## src/rtl/core/tqc_pkg.sv

```systemverilog
// ----------------------------------------------------------------------------
// tqc_pkg
// Shared types and constants of the three-point quadratic turbidity
// calibration block.
// ----------------------------------------------------------------------------
package tqc_pkg;

    // Register map of the configuration port, by word index.
    typedef enum logic [2:0] {
        REG_VOLT_CLEAR = 3'd0,
        REG_VOLT_MID   = 3'd1,
        REG_VOLT_MURKY = 3'd2,
        REG_NTU_CLEAR  = 3'd3,
        REG_NTU_MID    = 3'd4,
        REG_NTU_MURKY  = 3'd5
    } t_reg_idx;

    // Width of one turbidity value and of a signed difference of two.
    localparam int NTU_BITS = 16;
    localparam int DY_BITS  = NTU_BITS + 1;

    // Operand slice of the split multiplier.
    localparam int MUL_CHUNK = 16;

    // Quotient bits resolved by the divider; a larger quotient saturates.
    localparam int QUO_BITS = 16;

    // Saturation limits of the result.
    localparam logic signed [NTU_BITS-1:0] SAT_POS = 16'sh7FFF;
    localparam logic signed [NTU_BITS-1:0] SAT_NEG = 16'sh8000;

    // Flags that travel with an item through the divider.
    typedef struct packed {
        logic clamp;
        logic inv;
        logic neg;
    } t_flags;

endpackage

```

## src/rtl/core/tqc_mul.sv

```systemverilog
// ----------------------------------------------------------------------------
// tqc_mul
// Two-stage signed multiplier. The second operand is cut into slices; each
// slice product is registered, and the shifted slice products are summed
// into the registered result.
// ----------------------------------------------------------------------------
module tqc_mul
    import tqc_pkg::*;
#(
    parameter int WA = 32,
    parameter int WB = 32
) (
    input  logic                    i_clk,
    input  logic                    i_en,
    input  logic signed [WA-1:0]    i_a,
    input  logic signed [WB-1:0]    i_b,
    output logic signed [WA+WB-1:0] o_p
);

    localparam int NC = (WB + MUL_CHUNK - 1) / MUL_CHUNK;
    localparam int BX = NC * MUL_CHUNK;
    localparam int PW = WA + MUL_CHUNK + 1;
    localparam int WP = WA + WB;

    logic signed [BX-1:0] bx;
    logic signed [PW-1:0] r_pp [NC];
    logic signed [WP-1:0] n_p;
    logic signed [WP-1:0] r_p;

    assign bx = BX'(i_b);

    // Slice products; all slices are unsigned but the top one.
    always_ff @(posedge i_clk) begin
        if (i_en) begin
            for (int k = 0; k < NC; k++) begin
                if (k == NC - 1) begin
                    r_pp[k] <= i_a * $signed(bx[k*MUL_CHUNK +: MUL_CHUNK]);
                end else begin
                    r_pp[k] <= i_a * $signed({1'b0, bx[k*MUL_CHUNK +: MUL_CHUNK]});
                end
            end
        end
    end

    // Weighted sum of the slice products.
    always_comb begin
        n_p = '0;
        for (int k = 0; k < NC; k++) begin
            n_p = n_p + (WP'(r_pp[k]) <<< (k * MUL_CHUNK));
        end
    end

    always_ff @(posedge i_clk) begin
        if (i_en) begin
            r_p <= n_p;
        end
    end

    assign o_p = r_p;

endmodule

```

## config.mk

```make
export PLATFORM = sky130hd
export DESIGN_NAME = tqc_mul
export DESIGN_NICKNAME = d
export VERILOG_FILES = /design/src/rtl/core/tqc_pkg.sv /design/src/rtl/core/tqc_mul.sv
export SDC_FILE = /design/constraint.sdc
export NUM_CORES = 2
export LEC_CHECK = 0
export BUFFER_PORTS_ARGS = -buffer_cell sky130_fd_sc_hd__buf_2
export CORE_ASPECT_RATIO = 0.8
export CORE_MARGIN = 1.5
export CORE_UTILIZATION = 35
export DETAILED_ROUTE_END_ITERATION = 7
export GPL_TIMING_DRIVEN = 0
export PLACE_DENSITY = 0.58
export SLEW_MARGIN = 40
export SYNTH_ARGS = -nofsm -noshare
export SYNTH_HDL_FRONTEND = slang
export SYNTH_SLANG_ARGS = --single-unit
```

## constraint.sdc

```tcl
create_clock -name i_clk -period 6.5 [get_ports i_clk]
set_input_delay 0.65 -clock i_clk [delete_from_list [all_inputs] [get_ports i_clk]]
set_output_delay 0.65 -clock i_clk [all_outputs]
set_load 0.05 [all_outputs]
```

; ---- After elaboration in Yosys (flattened, before gate mapping)
; Memory sizes are Yosys's and may differ from the RTL's.
; Cells that the tools add are included.
[word_totals]
register_bits = 64
ram_bits = 98
input_bits = 66
elab_cells = 7
mem_count = 1
[op_classes]
addsub = 1
mul = 2
mux = 2
[memory_table]
columns = memory, words, word_bits, rd, rd_ports_with_merged_regs, wr, line
row1 = r_pp, 2, 49, 2, 0, 2, tqc_mul.sv:26  ; logic signed [PW-1:0] r_pp [NC];
[op_table]
columns = operator, count
row1 = 49-bit by 64-bit adder with 64-bit output, 1
row2 = 32-bit by 17-bit multiplier with 49-bit output, 1
row3 = 32-bit by 16-bit multiplier with 48-bit output, 1
row4 = 1-bit 2-to-1 mux, 2

; ---- Depth between registers and ports, before layout
[logic_depth]
word_depth = 2
depth_mapped = 25
ltp_nobuf = 24

; ---- Least setup slack after synthesis
; No wires, ideal clock.
[synth_path]
kind = input to register
start = input i_a[7]
end = memory r_pp[0][94] (netlist name) (data pin)
t_arrival_ns = 6.283
slack_ns = -0.042
path_stages = 24
path_buffers = 1
path_cell_list = clkbuf_1 nand2_1 fa_1 inv_1 fa_1 inv_1 fa_1 inv_1 fa_1 fa_1 inv_1 fa_1 inv_1 ha_1 a211oi_1 nor2_1 a311oi_1 o2111ai_1 o21ai_1 o311ai_1 a21o_1 a21o_1 a41oi_1 xnor2_1
[synth_lines]
columns = item, line
row1 = "start, declared", tqc_mul.sv:15  ; input logic signed [WA-1:0] i_a,
row2 = "end, declared", tqc_mul.sv:26

==> out/results.md <==
* **top cells by area, synth** sky130_fd_sc_hd__fa_1, sky130_fd_sc_hd__edfxtp_1, sky130_fd_sc_hd__inv_1
* **fillers** 11,900
* **initial detailed-routing violation count** 2,608
* **Seq/Total Area, Yosys** 11.2%
* **count of port buffers added during placement** 129
* **maximum count of clock buffers along a single path** 2
* **overall die height** 317 um
* **Placed Cells incl. Taps** 6,368
* **violated checks** negative setup slack
* **post-DP HPWL** 115,000 um
* **Cells after Synth** 4,612
* **P&R area growth vs syn** 17.0%
* **fraction of final layout cells sized beyond drive strength 1** 13.9%
* **largest net degree at the start of global routing** 73
* **DRT Wirelength** 140,000 um
* **vias in the first global route** 33,900
* **Worst path most repeated cell** sky130_fd_sc_hd__fa_1
* **mean area per synthesized cell** 9.35 um2
* **CTS tree** built
* **number of antenna violations at the first check in global routing** 31
* **detailed-router iteration count before antenna repair** 5
* **minimum setup slack in the final design** -0.247 ns
* **top fanout value on the critical path** 5
* **Final ANT Viol Nets** 0
* **setup-violating endpoint count in the final report** 11
* **clock tree root driver cell** sky130_fd_sc_hd__clkbuf_16
* **final count of hold timing violations** 0
* **floorplan die area** 125,000 um2
* **Routability Congestion** 0.972
* **Period Utilization, post-route** 104%
* **Reg clk slew, reported paths** 0.08 ns
* **clock latency of the later-clocked register in the worst-skew pair** 0.49 ns
* **Yosys warning total** 0
* **Hold Path Class** flip-flop to flip-flop
* **Req. time, crit path** 6.76 ns
* **number of standard cells in the final layout excluding fillers** 6,514
* **number of library cell types mapped by synthesis** 75
* **ranking of synthesized cells by instance count** sky130_fd_sc_hd__inv_1, sky130_fd_sc_hd__fa_1, sky130_fd_sc_hd__nand2_1
* **starting utilization of the core area** 35.5%
* **Via density** 4.97
* **critical path launch point type** primary input
* **top cell family by delay on the critical path** adder cells
* **die width** 395 um
* **Slew @ Worst Pin** 0.789 ns
* **area share of the largest cell type after synthesis** 45.3%
* **grt total ovfl** 0
* **leading register cell type out of synthesis** sky130_fd_sc_hd__edfxtp_1
* **number of gates on the worst path with buffers counted** 26
* **via total after detailed routing** 32,400
* **Clock Sinks** 161
* **Worst Reg2Reg Path Length in Cells** 13
* **Max Freq** 148 MHz
* **overall routing resource usage** 22.5%
* **outcome** finished, violations left
* **worst path buffer plus inverter count** 8
* **beginning of the critical path** i_b[5]
* **number of pins with negative max-slew slack in the final report** 0
* **async set-or-reset flop fraction in the synthesized netlist** 0%
* **total of flip-flops plus latches after synthesis** 161
* **number of H-tree levels** 4
* **type of element capturing the critical path** flip-flop
* **Cells on Worst Hold Path** 0
* **number of enable flip-flop cells after synthesis** 161
* **RSZ-0062 raised after global routing** yes
* **net count of the mapped netlist** 5,932
* **DRC violation count after routing** 0
* **shortest clock period the worst path allows after layout** 6.75 ns
* **Total Nets Final** 6,189
* **Placeable Area** 122,000 um2
* **post-route setup TNS** -1.12 ns
* **cell area after synthesis** 43,100 um2
* **max incr delay on CP** 0.55 ns
* **most common cell in the netlist** sky130_fd_sc_hd__inv_1
* **reg-to-reg startpoint** r_pp[0][49]$_DFFE_PP_
* **setup skew after layout** 0.0186 ns
* **# Max-Cap Violations** 0
* **cell taking the most area after synthesis** sky130_fd_sc_hd__fa_1
* **first-pass GRT wire length** 210,000 um
* **cell row count** 114
* **data arrival time of the critical path** 7.01 ns
* **Max-Slew Margin vs Limit** 47.0%
* **number of primary I/O pins** 130
* **drt wl/cell** 21.4 um
* **type of the worst setup path** primary input to flip-flop
* **worst-path cell with the longest stage delay** sky130_fd_sc_hd__fa_1
* **launch point of the worst hold path** r_pp[0][3]$_DFFE_PP_
* **total clock buffers created by CTS** 17
-- final cells by class --
| class | instances | area (um2) | share of cell area, % |
|---|---|---|---|
| Antenna cell | 8 | 20.0 | 0.0397 |
| Buffer | 205 | 2290 | 4.53 |
| Clock buffer | 17 | 425 | 0.843 |
| Clock inverter | 15 | 189 | 0.374 |
| Inverter | 1134 | 4260 | 8.44 |
| Multi-Input combinational cell | 3108 | 34500 | 68.4 |
| Sequential cell | 161 | 4830 | 9.58 |
| Tap cell | 1624 | 2030 | 4.03 |
| Timing Repair Buffer | 242 | 1900 | 3.77 |
-- cells in the final DEF, fill, tap and decap left out, types with 9 or more instances in the layout --
cell | netlist | final
sky130_fd_sc_hd__and2_1 | 411 | 399
sky130_fd_sc_hd__o211ai_1 | 9 | 9
sky130_fd_sc_hd__fa_2 | 0 | 35
sky130_fd_sc_hd__o21ai_0 | 52 | 42
sky130_fd_sc_hd__nand4_1 | 10 | 10
sky130_fd_sc_hd__clkbuf_1 | 204 | 29
sky130_fd_sc_hd__a21o_1 | 82 | 82
sky130_fd_sc_hd__o21bai_1 | 23 | 22
sky130_fd_sc_hd__clkbuf_8 | 0 | 19
sky130_fd_sc_hd__ha_4 | 0 | 29
sky130_fd_sc_hd__fa_1 | 976 | 941
sky130_fd_sc_hd__buf_4 | 0 | 112
sky130_fd_sc_hd__nor3_1 | 31 | 26
sky130_fd_sc_hd__inv_1 | 1133 | 1116
sky130_fd_sc_hd__a21oi_1 | 126 | 111
sky130_fd_sc_hd__buf_2 | 0 | 109
sky130_fd_sc_hd__inv_2 | 1 | 17
sky130_fd_sc_hd__o21a_1 | 20 | 19
sky130_fd_sc_hd__nand2_1 | 660 | 652
sky130_fd_sc_hd__edfxtp_1 | 161 | 161
sky130_fd_sc_hd__clkbuf_16 | 0 | 55
sky130_fd_sc_hd__ha_1 | 278 | 244
sky130_fd_sc_hd__xor2_1 | 42 | 35
sky130_fd_sc_hd__nand3_1 | 27 | 24
sky130_fd_sc_hd__clkbuf_2 | 0 | 34
sky130_fd_sc_hd__nor2b_1 | 16 | 16
sky130_fd_sc_hd__nor2_1 | 94 | 83
sky130_fd_sc_hd__and3_1 | 17 | 13
sky130_fd_sc_hd__buf_6 | 0 | 21
sky130_fd_sc_hd__buf_8 | 0 | 21
sky130_fd_sc_hd__a211oi_1 | 12 | 9
sky130_fd_sc_hd__buf_12 | 0 | 19
sky130_fd_sc_hd__and2_4 | 0 | 12
sky130_fd_sc_hd__xnor2_1 | 94 | 83
sky130_fd_sc_hd__a21oi_2 | 0 | 12
sky130_fd_sc_hd__nand2b_1 | 22 | 22
sky130_fd_sc_hd__clkbuf_4 | 0 | 42
-- metal layers --
metal | global-route usage (%) | routed length, um | share of wire [%] | vias up
met1 | 31.2 | 58700 | 42 | 16400
li1 | - | - | - | 14200
met5 | 0 | 103 | 0.074 | -
met4 | 6.38 | 4050 | 2.9 | 16
met3 | 6.53 | 16600 | 12 | 263
met2 | 34.3 | 60100 | 43 | 1488
-- stage by stage --
stage | hold WS [ns] | worst slack, ns | util (%) | area, um2
6_report | 0.425 | -0.247 | 41.5 | 50400
5_1_grt | 0.431 | -0.313 | 41.5 | 50400
4_1_cts | 0.423 | -0.183 | 40.5 | 49300
3_5_place_dp | 0.407 | -2.16 | 37.8 | 45900
3_3_place_gp | 0.404 | -2.25 | 37.7 | 45800
2_1_floorplan | 0.400 | -0.00722 | - | 43100
-- what timing repair did --
action                     in CTS  in global routing
hold buffers                    0                  0
setup buffers                  63                 47
pin swaps                      77                 83
gates cloned                    1                  0
setup endpoints to repair      54                 40
gates resized for setup       550                269
-- sequential cells by signal, indices dropped and copies added, names as in the netlist --
register  cells
r_pp         97
o_p          64
-- worst paths after layout --
check,endpoint,slack [ns]
max,r_pp[0][46]$_DFFE_PP_,-0.25
min,o_p[3]$_DFFE_PP_,0.42
max reg2reg,o_p[62]$_DFFE_PP_,2.62
min reg2reg,o_p[3]$_DFFE_PP_,0.42
-- logic make-up after synthesis --
group | Yosys count | synth area share (%)
xor gates and xnor gates | 136 | 2.76
muxes | 1 | 0.0232
buffers and inverters | 1343 | 11.7
and+or+nand+nor | 1313 | 14.6
DFF | 161 | 11.2
AOI/OAI and AO/OA | 404 | 6.35
adders and majority gates | 1254 | 53.4
Power is left out: the tool's default activity adds up to more than one toggle a clock period on the data nets, which glitch-free logic cannot reach.
